## src/sv/mlc_pkg.sv

```systemverilog
`timescale 1ns / 1ps

package mlc_pkg;

    // Default coordinate width
    localparam int COORD_BITS_DEF = 12;

    // Entries in the queue between classifier and bisection engine
    localparam int QUEUE_DEPTH = 2;

    // Configuration register indexes
    localparam int CFG_IDX_BITS = 2;

    typedef enum logic [CFG_IDX_BITS-1:0] {
        REG_X_MIN = 2'd0,
        REG_Y_MIN = 2'd1,
        REG_X_MAX = 2'd2,
        REG_Y_MAX = 2'd3
    } cfg_reg_t;

    // Window reset values, before fitting to the coordinate width
    localparam longint WIN_X_MIN_RST = 0;
    localparam longint WIN_Y_MIN_RST = 0;
    localparam longint WIN_X_MAX_RST = 200;
    localparam longint WIN_Y_MAX_RST = 120;

    // Outcode bits
    localparam logic [3:0] OC_LEFT  = 4'b0001;
    localparam logic [3:0] OC_RIGHT = 4'b0010;
    localparam logic [3:0] OC_BELOW = 4'b0100;
    localparam logic [3:0] OC_ABOVE = 4'b1000;
    localparam logic [3:0] OC_INSIDE = 4'b0000;

    // Segment class decided by the classifier
    localparam int CLS_BITS = 3;

    typedef enum logic [CLS_BITS-1:0] {
        CLS_ACCEPT     = 3'd0,
        CLS_REJECT     = 3'd1,
        CLS_SEEK_END   = 3'd2,
        CLS_SEEK_START = 3'd3,
        CLS_BOTH_OUT   = 3'd4
    } seg_class_t;

    // Queue status seen by both sides
    typedef struct packed {
        logic full;
        logic empty;
    } q_stat_t;

endpackage

```

## src/sv/mlc_front.sv

```systemverilog
`timescale 1ns / 1ps

module mlc_front
    import mlc_pkg::*;
#(
    parameter int COORD_BITS = COORD_BITS_DEF
)
(
    input  logic                                  clk,
    input  logic                                  rst_n,
    input  logic                                  start,
    output logic                                  busy,
    input  logic signed [COORD_BITS-1:0]          a_x,
    input  logic signed [COORD_BITS-1:0]          a_y,
    input  logic signed [COORD_BITS-1:0]          b_x,
    input  logic signed [COORD_BITS-1:0]          b_y,
    input  logic signed [COORD_BITS-1:0]          win_x_min,
    input  logic signed [COORD_BITS-1:0]          win_y_min,
    input  logic signed [COORD_BITS-1:0]          win_x_max,
    input  logic signed [COORD_BITS-1:0]          win_y_max,
    input  q_stat_t                               q_stat,
    output logic                                  push,
    output logic [4*COORD_BITS+CLS_BITS-1:0]      push_data
);

    function automatic logic [3:0] outcode(
        input logic signed [COORD_BITS-1:0] px,
        input logic signed [COORD_BITS-1:0] py,
        input logic signed [COORD_BITS-1:0] xmin,
        input logic signed [COORD_BITS-1:0] ymin,
        input logic signed [COORD_BITS-1:0] xmax,
        input logic signed [COORD_BITS-1:0] ymax
    );
        logic [3:0] c;
        c = OC_INSIDE;
        if (px < xmin) c = c | OC_LEFT;
        if (px > xmax) c = c | OC_RIGHT;
        if (py < ymin) c = c | OC_BELOW;
        if (py > ymax) c = c | OC_ABOVE;
        return c;
    endfunction

    logic                          valid_reg;
    logic                          valid_next;
    logic signed [COORD_BITS-1:0]  a_x_reg;
    logic signed [COORD_BITS-1:0]  a_y_reg;
    logic signed [COORD_BITS-1:0]  b_x_reg;
    logic signed [COORD_BITS-1:0]  b_y_reg;
    logic                          accept;
    logic [3:0]                    code_a;
    logic [3:0]                    code_b;
    seg_class_t                    cls;

    // Hold one transaction until the queue takes it
    assign push       = valid_reg && !q_stat.full;
    assign busy       = valid_reg && q_stat.full;
    assign accept     = start && !busy;
    assign valid_next = accept || (valid_reg && !push);

    always_ff @(posedge clk or negedge rst_n)
    begin
        if (!rst_n)
        begin
            valid_reg <= 1'b0;
        end
        else
        begin
            valid_reg <= valid_next;
        end
    end

    // Capture the segment
    always_ff @(posedge clk)
    begin
        if (accept)
        begin
            a_x_reg <= a_x;
            a_y_reg <= a_y;
            b_x_reg <= b_x;
            b_y_reg <= b_y;
        end
    end

    // Classify by outcodes
    always_comb
    begin
        code_a = outcode(a_x_reg, a_y_reg, win_x_min, win_y_min, win_x_max, win_y_max);
        code_b = outcode(b_x_reg, b_y_reg, win_x_min, win_y_min, win_x_max, win_y_max);
        priority if ((code_a | code_b) == OC_INSIDE)
        begin
            cls = CLS_ACCEPT;
        end
        else if ((code_a & code_b) != OC_INSIDE)
        begin
            cls = CLS_REJECT;
        end
        else if (code_a == OC_INSIDE)
        begin
            cls = CLS_SEEK_END;
        end
        else if (code_b == OC_INSIDE)
        begin
            cls = CLS_SEEK_START;
        end
        else
        begin
            cls = CLS_BOTH_OUT;
        end
    end

    assign push_data = {cls, a_x_reg, a_y_reg, b_x_reg, b_y_reg};

endmodule

```

## src/sv/mlc_queue.sv

```systemverilog
`timescale 1ns / 1ps

module mlc_queue
    import mlc_pkg::*;
#(
    parameter int WIDTH = 4*COORD_BITS_DEF+CLS_BITS,
    parameter int DEPTH = QUEUE_DEPTH
)
(
    input  logic             clk,
    input  logic             rst_n,
    input  logic             push,
    input  logic [WIDTH-1:0] push_data,
    input  logic             pop,
    output logic [WIDTH-1:0] pop_data,
    output q_stat_t          q_stat
);

    localparam int PTR_BITS = (DEPTH > 1) ? $clog2(DEPTH) : 1;
    localparam int CNT_BITS = $clog2(DEPTH + 1);

    logic [WIDTH-1:0]    mem [DEPTH];
    logic [PTR_BITS-1:0] wr_ptr_reg;
    logic [PTR_BITS-1:0] wr_ptr_next;
    logic [PTR_BITS-1:0] rd_ptr_reg;
    logic [PTR_BITS-1:0] rd_ptr_next;
    logic [CNT_BITS-1:0] count_reg;
    logic [CNT_BITS-1:0] count_next;
    logic                do_push;
    logic                do_pop;

    assign q_stat.full  = (count_reg == CNT_BITS'(DEPTH));
    assign q_stat.empty = (count_reg == '0);
    assign do_push      = push && !q_stat.full;
    assign do_pop       = pop && !q_stat.empty;

    // Advance pointers with wrap
    always_comb
    begin
        wr_ptr_next = wr_ptr_reg;
        rd_ptr_next = rd_ptr_reg;
        count_next  = count_reg;
        if (do_push)
        begin
            wr_ptr_next = (wr_ptr_reg == PTR_BITS'(DEPTH - 1)) ? '0 : wr_ptr_reg + 1'b1;
        end
        if (do_pop)
        begin
            rd_ptr_next = (rd_ptr_reg == PTR_BITS'(DEPTH - 1)) ? '0 : rd_ptr_reg + 1'b1;
        end
        if (do_push && !do_pop)
        begin
            count_next = count_reg + 1'b1;
        end
        else if (do_pop && !do_push)
        begin
            count_next = count_reg - 1'b1;
        end
    end

    always_ff @(posedge clk or negedge rst_n)
    begin
        if (!rst_n)
        begin
            wr_ptr_reg <= '0;
            rd_ptr_reg <= '0;
            count_reg  <= '0;
        end
        else
        begin
            wr_ptr_reg <= wr_ptr_next;
            rd_ptr_reg <= rd_ptr_next;
            count_reg  <= count_next;
        end
    end

    // Store the transaction
    always_ff @(posedge clk)
    begin
        if (do_push)
        begin
            mem[wr_ptr_reg] <= push_data;
        end
    end

    assign pop_data = mem[rd_ptr_reg];

endmodule

```

## src/sv/mlc_back.sv

```systemverilog
`timescale 1ns / 1ps

module mlc_back
    import mlc_pkg::*;
#(
    parameter int COORD_BITS = COORD_BITS_DEF
)
(
    input  logic                                  clk,
    input  logic                                  rst_n,
    input  logic [4*COORD_BITS+CLS_BITS-1:0]      pop_data,
    input  q_stat_t                               q_stat,
    output logic                                  pop,
    input  logic signed [COORD_BITS-1:0]          win_x_min,
    input  logic signed [COORD_BITS-1:0]          win_y_min,
    input  logic signed [COORD_BITS-1:0]          win_x_max,
    input  logic signed [COORD_BITS-1:0]          win_y_max,
    output logic                                  done,
    output logic                                  visible,
    output logic signed [COORD_BITS-1:0]          start_x,
    output logic signed [COORD_BITS-1:0]          start_y,
    output logic signed [COORD_BITS-1:0]          end_x,
    output logic signed [COORD_BITS-1:0]          end_y
);

    localparam int N = COORD_BITS;

    typedef enum logic [3:0] {
        ST_IDLE   = 4'b0001,
        ST_SEARCH = 4'b0010,
        ST_SEEK_S = 4'b0100,
        ST_SEEK_E = 4'b1000
    } state_t;

    function automatic logic [3:0] outcode(
        input logic signed [N-1:0] px,
        input logic signed [N-1:0] py,
        input logic signed [N-1:0] xmin,
        input logic signed [N-1:0] ymin,
        input logic signed [N-1:0] xmax,
        input logic signed [N-1:0] ymax
    );
        logic [3:0] c;
        c = OC_INSIDE;
        if (px < xmin) c = c | OC_LEFT;
        if (px > xmax) c = c | OC_RIGHT;
        if (py < ymin) c = c | OC_BELOW;
        if (py > ymax) c = c | OC_ABOVE;
        return c;
    endfunction

    state_t               state_reg, state_next;
    logic signed [N-1:0]  in_x_reg, in_x_next, in_y_reg, in_y_next;
    logic signed [N-1:0]  out_x_reg, out_x_next, out_y_reg, out_y_next;
    logic signed [N-1:0]  km_x_reg, km_x_next, km_y_reg, km_y_next;
    logic signed [N-1:0]  kq_x_reg, kq_x_next, kq_y_reg, kq_y_next;
    logic signed [N-1:0]  s_x_reg, s_x_next, s_y_reg, s_y_next;
    logic signed [N-1:0]  e_x_reg, e_x_next, e_y_reg, e_y_next;
    logic                 two_reg, two_next;
    logic                 done_reg, done_next;
    logic                 vis_reg, vis_next;
    logic signed [N-1:0]  sx_reg, sx_next, sy_reg, sy_next;
    logic signed [N-1:0]  ex_reg, ex_next, ey_reg, ey_next;

    seg_class_t           cls;
    logic signed [N-1:0]  q_a_x, q_a_y, q_b_x, q_b_y;
    logic signed [N:0]    sum_x, sum_y, adj_x, adj_y;
    logic signed [N-1:0]  mid_x, mid_y;
    logic signed [N:0]    dx, dy;
    logic [N:0]           abs_x, abs_y;
    logic [N+1:0]         man_dist;
    logic                 far;
    logic [3:0]           oc_m;
    logic [3:0]           oc_p;

    // Unpack the queue head
    assign cls   = seg_class_t'(pop_data[4*N+CLS_BITS-1 -: CLS_BITS]);
    assign q_a_x = pop_data[4*N-1 -: N];
    assign q_a_y = pop_data[3*N-1 -: N];
    assign q_b_x = pop_data[2*N-1 -: N];
    assign q_b_y = pop_data[N-1 -: N];

    // Shared halving unit: midpoint toward zero, distance, outcodes
    always_comb
    begin
        sum_x    = {in_x_reg[N-1], in_x_reg} + {out_x_reg[N-1], out_x_reg};
        sum_y    = {in_y_reg[N-1], in_y_reg} + {out_y_reg[N-1], out_y_reg};
        adj_x    = sum_x + {{N{1'b0}}, sum_x[N]};
        adj_y    = sum_y + {{N{1'b0}}, sum_y[N]};
        mid_x    = adj_x[N:1];
        mid_y    = adj_y[N:1];
        dx       = {in_x_reg[N-1], in_x_reg} - {out_x_reg[N-1], out_x_reg};
        dy       = {in_y_reg[N-1], in_y_reg} - {out_y_reg[N-1], out_y_reg};
        abs_x    = dx[N] ? $unsigned(-dx) : $unsigned(dx);
        abs_y    = dy[N] ? $unsigned(-dy) : $unsigned(dy);
        man_dist = {1'b0, abs_x} + {1'b0, abs_y};
        far      = (man_dist > (N+2)'(2));
        oc_m     = outcode(mid_x, mid_y, win_x_min, win_y_min, win_x_max, win_y_max);
        oc_p     = outcode(in_x_reg, in_y_reg, win_x_min, win_y_min, win_x_max, win_y_max);
    end

    // Sequence the searches
    always_comb
    begin
        state_next = state_reg;
        in_x_next  = in_x_reg;
        in_y_next  = in_y_reg;
        out_x_next = out_x_reg;
        out_y_next = out_y_reg;
        km_x_next  = km_x_reg;
        km_y_next  = km_y_reg;
        kq_x_next  = kq_x_reg;
        kq_y_next  = kq_y_reg;
        s_x_next   = s_x_reg;
        s_y_next   = s_y_reg;
        e_x_next   = e_x_reg;
        e_y_next   = e_y_reg;
        two_next   = two_reg;
        done_next  = 1'b0;
        vis_next   = vis_reg;
        sx_next    = sx_reg;
        sy_next    = sy_reg;
        ex_next    = ex_reg;
        ey_next    = ey_reg;
        pop        = 1'b0;

        unique case (state_reg)
            ST_IDLE:
            begin
                if (!q_stat.empty)
                begin
                    pop = 1'b1;
                    unique case (cls)
                        CLS_ACCEPT:
                        begin
                            done_next = 1'b1;
                            vis_next  = 1'b1;
                            sx_next   = q_a_x;
                            sy_next   = q_a_y;
                            ex_next   = q_b_x;
                            ey_next   = q_b_y;
                        end
                        CLS_SEEK_END:
                        begin
                            s_x_next   = q_a_x;
                            s_y_next   = q_a_y;
                            in_x_next  = q_a_x;
                            in_y_next  = q_a_y;
                            out_x_next = q_b_x;
                            out_y_next = q_b_y;
                            two_next   = 1'b0;
                            state_next = ST_SEEK_E;
                        end
                        CLS_SEEK_START:
                        begin
                            e_x_next   = q_b_x;
                            e_y_next   = q_b_y;
                            in_x_next  = q_b_x;
                            in_y_next  = q_b_y;
                            out_x_next = q_a_x;
                            out_y_next = q_a_y;
                            two_next   = 1'b0;
                            state_next = ST_SEEK_S;
                        end
                        CLS_BOTH_OUT:
                        begin
                            in_x_next  = q_a_x;
                            in_y_next  = q_a_y;
                            out_x_next = q_b_x;
                            out_y_next = q_b_y;
                            state_next = ST_SEARCH;
                        end
                        default:
                        begin
                            done_next = 1'b1;
                            vis_next  = 1'b0;
                            sx_next   = '0;
                            sy_next   = '0;
                            ex_next   = '0;
                            ey_next   = '0;
                        end
                    endcase
                end
            end

            ST_SEARCH:
            begin
                // in holds p, out holds q
                if ((oc_m != OC_INSIDE) && far)
                begin
                    if ((oc_p & oc_m) != OC_INSIDE)
                    begin
                        in_x_next = mid_x;
                        in_y_next = mid_y;
                    end
                    else
                    begin
                        out_x_next = mid_x;
                        out_y_next = mid_y;
                    end
                end
                else if (oc_m == OC_INSIDE)
                begin
                    km_x_next  = mid_x;
                    km_y_next  = mid_y;
                    kq_x_next  = out_x_reg;
                    kq_y_next  = out_y_reg;
                    in_x_next  = mid_x;
                    in_y_next  = mid_y;
                    out_x_next = in_x_reg;
                    out_y_next = in_y_reg;
                    two_next   = 1'b1;
                    state_next = ST_SEEK_S;
                end
                else
                begin
                    done_next  = 1'b1;
                    vis_next   = 1'b0;
                    sx_next    = '0;
                    sy_next    = '0;
                    ex_next    = '0;
                    ey_next    = '0;
                    state_next = ST_IDLE;
                end
            end

            ST_SEEK_S:
            begin
                if (far)
                begin
                    if (oc_m == OC_INSIDE)
                    begin
                        in_x_next = mid_x;
                        in_y_next = mid_y;
                    end
                    else
                    begin
                        out_x_next = mid_x;
                        out_y_next = mid_y;
                    end
                end
                else if (two_reg)
                begin
                    s_x_next   = in_x_reg;
                    s_y_next   = in_y_reg;
                    in_x_next  = km_x_reg;
                    in_y_next  = km_y_reg;
                    out_x_next = kq_x_reg;
                    out_y_next = kq_y_reg;
                    state_next = ST_SEEK_E;
                end
                else
                begin
                    done_next  = 1'b1;
                    vis_next   = 1'b1;
                    sx_next    = in_x_reg;
                    sy_next    = in_y_reg;
                    ex_next    = e_x_reg;
                    ey_next    = e_y_reg;
                    state_next = ST_IDLE;
                end
            end

            ST_SEEK_E:
            begin
                if (far)
                begin
                    if (oc_m == OC_INSIDE)
                    begin
                        in_x_next = mid_x;
                        in_y_next = mid_y;
                    end
                    else
                    begin
                        out_x_next = mid_x;
                        out_y_next = mid_y;
                    end
                end
                else
                begin
                    done_next  = 1'b1;
                    vis_next   = 1'b1;
                    sx_next    = s_x_reg;
                    sy_next    = s_y_reg;
                    ex_next    = in_x_reg;
                    ey_next    = in_y_reg;
                    state_next = ST_IDLE;
                end
            end

            default:
            begin
                state_next = ST_IDLE;
            end
        endcase
    end

    always_ff @(posedge clk or negedge rst_n)
    begin
        if (!rst_n)
        begin
            state_reg <= ST_IDLE;
            done_reg  <= 1'b0;
        end
        else
        begin
            state_reg <= state_next;
            done_reg  <= done_next;
        end
    end

    // Working points and result fields
    always_ff @(posedge clk)
    begin
        in_x_reg  <= in_x_next;
        in_y_reg  <= in_y_next;
        out_x_reg <= out_x_next;
        out_y_reg <= out_y_next;
        km_x_reg  <= km_x_next;
        km_y_reg  <= km_y_next;
        kq_x_reg  <= kq_x_next;
        kq_y_reg  <= kq_y_next;
        s_x_reg   <= s_x_next;
        s_y_reg   <= s_y_next;
        e_x_reg   <= e_x_next;
        e_y_reg   <= e_y_next;
        two_reg   <= two_next;
        vis_reg   <= vis_next;
        sx_reg    <= sx_next;
        sy_reg    <= sy_next;
        ex_reg    <= ex_next;
        ey_reg    <= ey_next;
    end

    assign done    = done_reg;
    assign visible = vis_reg;
    assign start_x = sx_reg;
    assign start_y = sy_reg;
    assign end_x   = ex_reg;
    assign end_y   = ey_reg;

endmodule

```

## src/sv/midpoint_line_clipper.sv

```systemverilog
`timescale 1ns / 1ps

// Channel    Direction  Handshake               Payload
// segment    in         start high, busy low    a_x, a_y, b_x, b_y
// result     out        done strobe, one cycle  visible, start_x, start_y, end_x, end_y
// window     in         wr_en high              wr_index, wr_data
//
// A segment is held in the classifier register, then waits in a
// two-entry queue for the bisection engine. Trivially accepted or rejected
// segments are finished in the idle state; otherwise up to three searches
// run on the one shared halving unit, one halving per cycle. busy rises
// only while the classifier holds a transaction and the queue is full.
// Reset clears control and loads the default window; results cannot be
// held off by the receiver.

module midpoint_line_clipper
    import mlc_pkg::*;
#(
    parameter int COORD_BITS = COORD_BITS_DEF
)
(
    input  logic                          clk,
    input  logic                          rst_n,
    input  logic                          start,
    output logic                          busy,
    input  logic signed [COORD_BITS-1:0]  a_x,
    input  logic signed [COORD_BITS-1:0]  a_y,
    input  logic signed [COORD_BITS-1:0]  b_x,
    input  logic signed [COORD_BITS-1:0]  b_y,
    input  logic                          wr_en,
    input  logic [CFG_IDX_BITS-1:0]       wr_index,
    input  logic [COORD_BITS-1:0]         wr_data,
    output logic                          done,
    output logic                          visible,
    output logic signed [COORD_BITS-1:0]  start_x,
    output logic signed [COORD_BITS-1:0]  start_y,
    output logic signed [COORD_BITS-1:0]  end_x,
    output logic signed [COORD_BITS-1:0]  end_y
);

    localparam int     ENTRY_BITS = 4*COORD_BITS + CLS_BITS;
    localparam longint POS_MAX    = (longint'(1) <<< (COORD_BITS - 1)) - 1;

    // Defaults that exceed a narrow coordinate range saturate; same outcodes
    localparam logic signed [COORD_BITS-1:0] X_MIN_RST =
        COORD_BITS'((WIN_X_MIN_RST > POS_MAX) ? POS_MAX : WIN_X_MIN_RST);
    localparam logic signed [COORD_BITS-1:0] Y_MIN_RST =
        COORD_BITS'((WIN_Y_MIN_RST > POS_MAX) ? POS_MAX : WIN_Y_MIN_RST);
    localparam logic signed [COORD_BITS-1:0] X_MAX_RST =
        COORD_BITS'((WIN_X_MAX_RST > POS_MAX) ? POS_MAX : WIN_X_MAX_RST);
    localparam logic signed [COORD_BITS-1:0] Y_MAX_RST =
        COORD_BITS'((WIN_Y_MAX_RST > POS_MAX) ? POS_MAX : WIN_Y_MAX_RST);

    logic signed [COORD_BITS-1:0] win_x_min_reg;
    logic signed [COORD_BITS-1:0] win_y_min_reg;
    logic signed [COORD_BITS-1:0] win_x_max_reg;
    logic signed [COORD_BITS-1:0] win_y_max_reg;
    logic                         push;
    logic                         pop;
    logic [ENTRY_BITS-1:0]        push_data;
    logic [ENTRY_BITS-1:0]        pop_data;
    q_stat_t                      q_stat;

    // Write window registers
    always_ff @(posedge clk or negedge rst_n)
    begin
        if (!rst_n)
        begin
            win_x_min_reg <= X_MIN_RST;
            win_y_min_reg <= Y_MIN_RST;
            win_x_max_reg <= X_MAX_RST;
            win_y_max_reg <= Y_MAX_RST;
        end
        else if (wr_en)
        begin
            unique case (cfg_reg_t'(wr_index))
                REG_X_MIN: win_x_min_reg <= wr_data;
                REG_Y_MIN: win_y_min_reg <= wr_data;
                REG_X_MAX: win_x_max_reg <= wr_data;
                REG_Y_MAX: win_y_max_reg <= wr_data;
            endcase
        end
    end

    mlc_front #(
        .COORD_BITS (COORD_BITS)
    ) u_front (
        .clk       (clk),
        .rst_n     (rst_n),
        .start     (start),
        .busy      (busy),
        .a_x       (a_x),
        .a_y       (a_y),
        .b_x       (b_x),
        .b_y       (b_y),
        .win_x_min (win_x_min_reg),
        .win_y_min (win_y_min_reg),
        .win_x_max (win_x_max_reg),
        .win_y_max (win_y_max_reg),
        .q_stat    (q_stat),
        .push      (push),
        .push_data (push_data)
    );

    mlc_queue #(
        .WIDTH (ENTRY_BITS),
        .DEPTH (QUEUE_DEPTH)
    ) u_queue (
        .clk       (clk),
        .rst_n     (rst_n),
        .push      (push),
        .push_data (push_data),
        .pop       (pop),
        .pop_data  (pop_data),
        .q_stat    (q_stat)
    );

    mlc_back #(
        .COORD_BITS (COORD_BITS)
    ) u_back (
        .clk       (clk),
        .rst_n     (rst_n),
        .pop_data  (pop_data),
        .q_stat    (q_stat),
        .pop       (pop),
        .win_x_min (win_x_min_reg),
        .win_y_min (win_y_min_reg),
        .win_x_max (win_x_max_reg),
        .win_y_max (win_y_max_reg),
        .done      (done),
        .visible   (visible),
        .start_x   (start_x),
        .start_y   (start_y),
        .end_x     (end_x),
        .end_y     (end_y)
    );

`ifndef SYNTHESIS
    // A rejected segment reports all-zero endpoints
    a_reject_zero: assert property (@(posedge clk) disable iff (!rst_n)
        (done && !visible) |->
            (start_x == '0 && start_y == '0 && end_x == '0 && end_y == '0))
        else $error("rejected segment with nonzero endpoints");

    // A visible segment's clipped endpoints lie inside the window
    a_visible_inside: assert property (@(posedge clk) disable iff (!rst_n)
        (done && visible) |->
            (start_x >= win_x_min_reg && start_x <= win_x_max_reg &&
             start_y >= win_y_min_reg && start_y <= win_y_max_reg &&
             end_x >= win_x_min_reg && end_x <= win_x_max_reg &&
             end_y >= win_y_min_reg && end_y <= win_y_max_reg))
        else $error("visible endpoint outside window");

    // While busy, the queue is never pushed and popped in the same cycle
    a_busy_pending: assert property (@(posedge clk) disable iff (!rst_n)
        busy |-> !(push && pop))
        else $error("busy while queue moves both ways");
`endif

endmodule

```

## config.mk

```make
export PLATFORM = sky130hd
export DESIGN_NAME = midpoint_line_clipper
export DESIGN_NICKNAME = d
export VERILOG_FILES = /design/src/sv/mlc_pkg.sv /design/src/sv/mlc_front.sv /design/src/sv/mlc_queue.sv /design/src/sv/mlc_back.sv /design/src/sv/midpoint_line_clipper.sv
export SDC_FILE = /design/constraint.sdc
export NUM_CORES = 1
export LEC_CHECK = 0
export ABC_AREA = 1
export BUFFER_PORTS_ARGS = -buffer_cell sky130_fd_sc_hd__buf_4
export CAP_MARGIN = 0
export CORE_AREA = 4 4 255 257
export CTS_BUF_LIST = sky130_fd_sc_hd__clkbuf_2
export CTS_CLUSTER_DIAMETER = 30
export DETAILED_ROUTE_END_ITERATION = 16
export DIE_AREA = 0 0 259 261
export SLEW_MARGIN = 20
export SYNTH_ARGS = -nofsm -noshare
export SYNTH_HDL_FRONTEND = slang
export SYNTH_SLANG_ARGS = --single-unit
```

## constraint.sdc

```tcl
create_clock -name clk -period 8.65 [get_ports clk]
set_clock_uncertainty 0.05 [all_clocks]
set_input_delay 0.865 -clock clk [delete_from_list [all_inputs] [get_ports clk]]
set_output_delay 0.865 -clock clk [all_outputs]
set_load 0.05 [all_outputs]
```

==> out/results.txt <==
Outcome: complete, no violations
Share of cells above drive strength 1: 12.1%
Cell mode on critical path: nand2_1
Adder-Cell Fraction of Synth Area: 12.4%
Register area: 0.0118 mm^2
Routed wl met3: 5.96 mm
Area of the multi-input gates: 0.0125 mm^2
Clock sink count: 402
CP Launch Type: register
Main combinational cell family by area after synthesis: simple AND/OR/NAND/NOR gates
Die ar.: 0.0676 mm^2
Place WS: 1.98 ns
M1 wire length: 36.5 mm
Top cells by area, synth: edfxtp_1, ha_1, nand2_1, inv_1, dfrtp_1
Wire per inst: 19.3 um
Most used DFF post-synth: edfxtp_1
Hold WS: 0.141 ns
Compound-Gate Fraction of Synth Area: 10.8%
Synth Area in Simple Gates: 21.6%
Final antenna-violating net count: 0
Vias in the first global route: 21600
Postcts setup bufs: 0
Post-Synth XOR/XNOR Area: 1.88%
Latest clock arrival within the worst-skew pair: 1.09 ns
Fin worst setup slack: 1.84 ns
Routed wire length: 80.2 mm
Area leader, netlist: edfxtp_1
Syn-to-layout area delta: 12.9%
Crit path kind: register to register
Seq cells post-synth: 402
Crit path time final: 6.81 ns
Highest routed layer: met4
Worst R2R End: u_back.out_x_reg[8]
H-tree level count: 3
Largest register FFs: 102
HPWL Detailed: 60.3 mm
Syn_nets: 3337
Synth Warn #: 0
Commonest cells post-synth: nand2_1, inv_1, edfxtp_1
Sequential-to-total area share from yosys stat: 45.2%
Fillers: 6083
DRC errors left: 0
Clock root cell: clkbuf_2
TritonCTS clock tree: yes
Synth top area share: 39.6%
Hold Path Depth: 3
Slew @ Worst Pin: 1.12 ns
DR iter-0 viols: 2085
Clock transition at the registers of the reported paths: 0.11 ns
CP Data Required Time: 9.34 ns
Reg2reg start: u_back.in_y_reg[1]
Mux cell area share after synthesis: 0.998%
WP data arrival: 7.49 ns
Min-delay src: wr_data[11]
Fin cells: 4165
Rel. slew slack: 25.3%
WL met2: 35.6 mm
Die boundary width: 259 um
I/O Pins: 117
CP Max Fanout: 26
Clock buffer depth: 3
R2R cell count: 28
Setup_tns: 0 ns
Antenna violations before repair: 1
CP max stage delay: 0.69 ns
Post-Syn Area: 0.0261 mm^2
Largest net degree at the start of global routing: 75
Syn Area/Cell: 8.64 um^2
Global router's overall resource usage: 23.4%
Grt ovf: 0
Vias: 22400
Port Buffers: 116
Most flop-heavy register: u_queue.mem
# setup viols final: 0
FP Rows: 92
Initial Util: 41.5%
Tcrit/Tclk final: 78.7%
First-pass GRT wire length: 123 mm
R2R setup slack: 1.84 ns
Num CTS Buffers: 107
DRT Pass-1 Iters: 6
Post-Syn Instances: 3016
Final Hold Viols: 0
Unique masters post-synth: 52
CP endpoint kind: register
Ys async rst share: 14.4%
Fmax: 147 MHz
Die Y: 261 um
Dpl cells: 3910
Max-Cap Viols: 0
Core box area: 0.0627 mm^2
Vias per std cell: 5.37
RePlAce Congestion: 0.912
Nets@finish: 3549
Hold EP: win_x_max_reg[11]
Slew Limit Fails: 0
EDFF count, synth: 344
Count leader, synth: nand2_1
Unrepaired setup endpoints after global routing: no
Max stage delay cell, worst path: edfxtp_1
Hold Crit Class: input pin to register
## what timing repair did
item / CTS / global route
endpoints found under the setup margin: 0 / 0
endpoints found under the hold margin: 115 / 0
gates resized for setup: 0 / 0
hold buffers: 55 / 0
## metrics by stage
step           area [um^2]  utilization (%)
6_report             29400             46.9
5_1_grt              29400             46.9
4_1_cts              29400             46.9
3_5_place_dp         27800             44.3
3_3_place_gp         27800             44.3
2_1_floorplan        26100                -
## layer usage
layer	GRT usage, %	vias to the layer above
li1	-	10800
met1	33.3	10600
met3	3.87	129
met2	36.8	868
met5	0	-
met4	7.62	0
## worst max-delay path by stage
stage | endpoint | startpoint | slack (ns) | depth (start not counted)
floorplan | u_back.end_x[0] | u_back.state_reg[0] | 0.91 | 6
global placement | u_back.out_x_reg[8] | u_back.in_y_reg[1] | 2.05 | 28
detailed placement | u_back.out_y_reg[8] | u_back.in_x_reg[9] | 1.98 | 34
CTS | u_back.out_x_reg[9] | u_back.in_x_reg[9] | 1.91 | 34
global route | u_back.out_x_reg[9] | u_back.in_x_reg[9] | 1.09 | 33
finish | u_back.out_x_reg[8] | u_back.in_y_reg[1] | 1.84 | 28
## critical path, delay by kind of cell (launching register included)
kind	cells	cell delay (ns)
adders and majority gates	2	1.01
buffers and inverters	5	0.82
DFF	1	0.69
and+or+nand+nor	16	2.81
AOI/OAI and AO/OA	5	1.06
## layout by cell type (no fill, tap or decap), types with 6 or more instances in the layout
cell type      count
nor2_2            12
nor3_1            17
o221ai_1          24
xor2_1            38
ha_1             250
dlygate4sd3_1     55
inv_1            371
nor2_4             6
dfstp_2            8
mux2i_1           26
nor2_1           160
o21ai_0          191
o211ai_1          56
a21oi_1          181
clkinv_2          13
nand3_1          207
nand2_1          785
buf_4            137
nand3_2            6
clkbuf_2         153
or2_2             28
nand4_1           63
clkinv_1          27
xnor2_1           18
edfxtp_1         344
o21bai_1           9
inv_2             12
dfrtp_1           49
o21ai_1            8
## cells by family after synthesis
kind of cell,after synthesis
mux,26
xor+xnor,56
simple gates,1310
buf+inv,473
flops,402
fa+ha+maj,255
compound gates,494
## final cells by class
| cell class | instances | share of cell area, % |
|---|---|---|
| multi-input cells | 2141 | 42.3 |
| flip-flops and latches | 402 | 40.1 |
| repair buffers | 192 | 5.37 |
| inverters | 384 | 4.91 |
| well taps | 846 | 3.60 |
| clock buffers | 153 | 2.60 |
| clock inverters | 46 | 1.11 |
| diodes | 1 | 0.00850 |
Power is not shown: default switching activity piles up to over one toggle a cycle in this logic, so the estimate is an artifact.
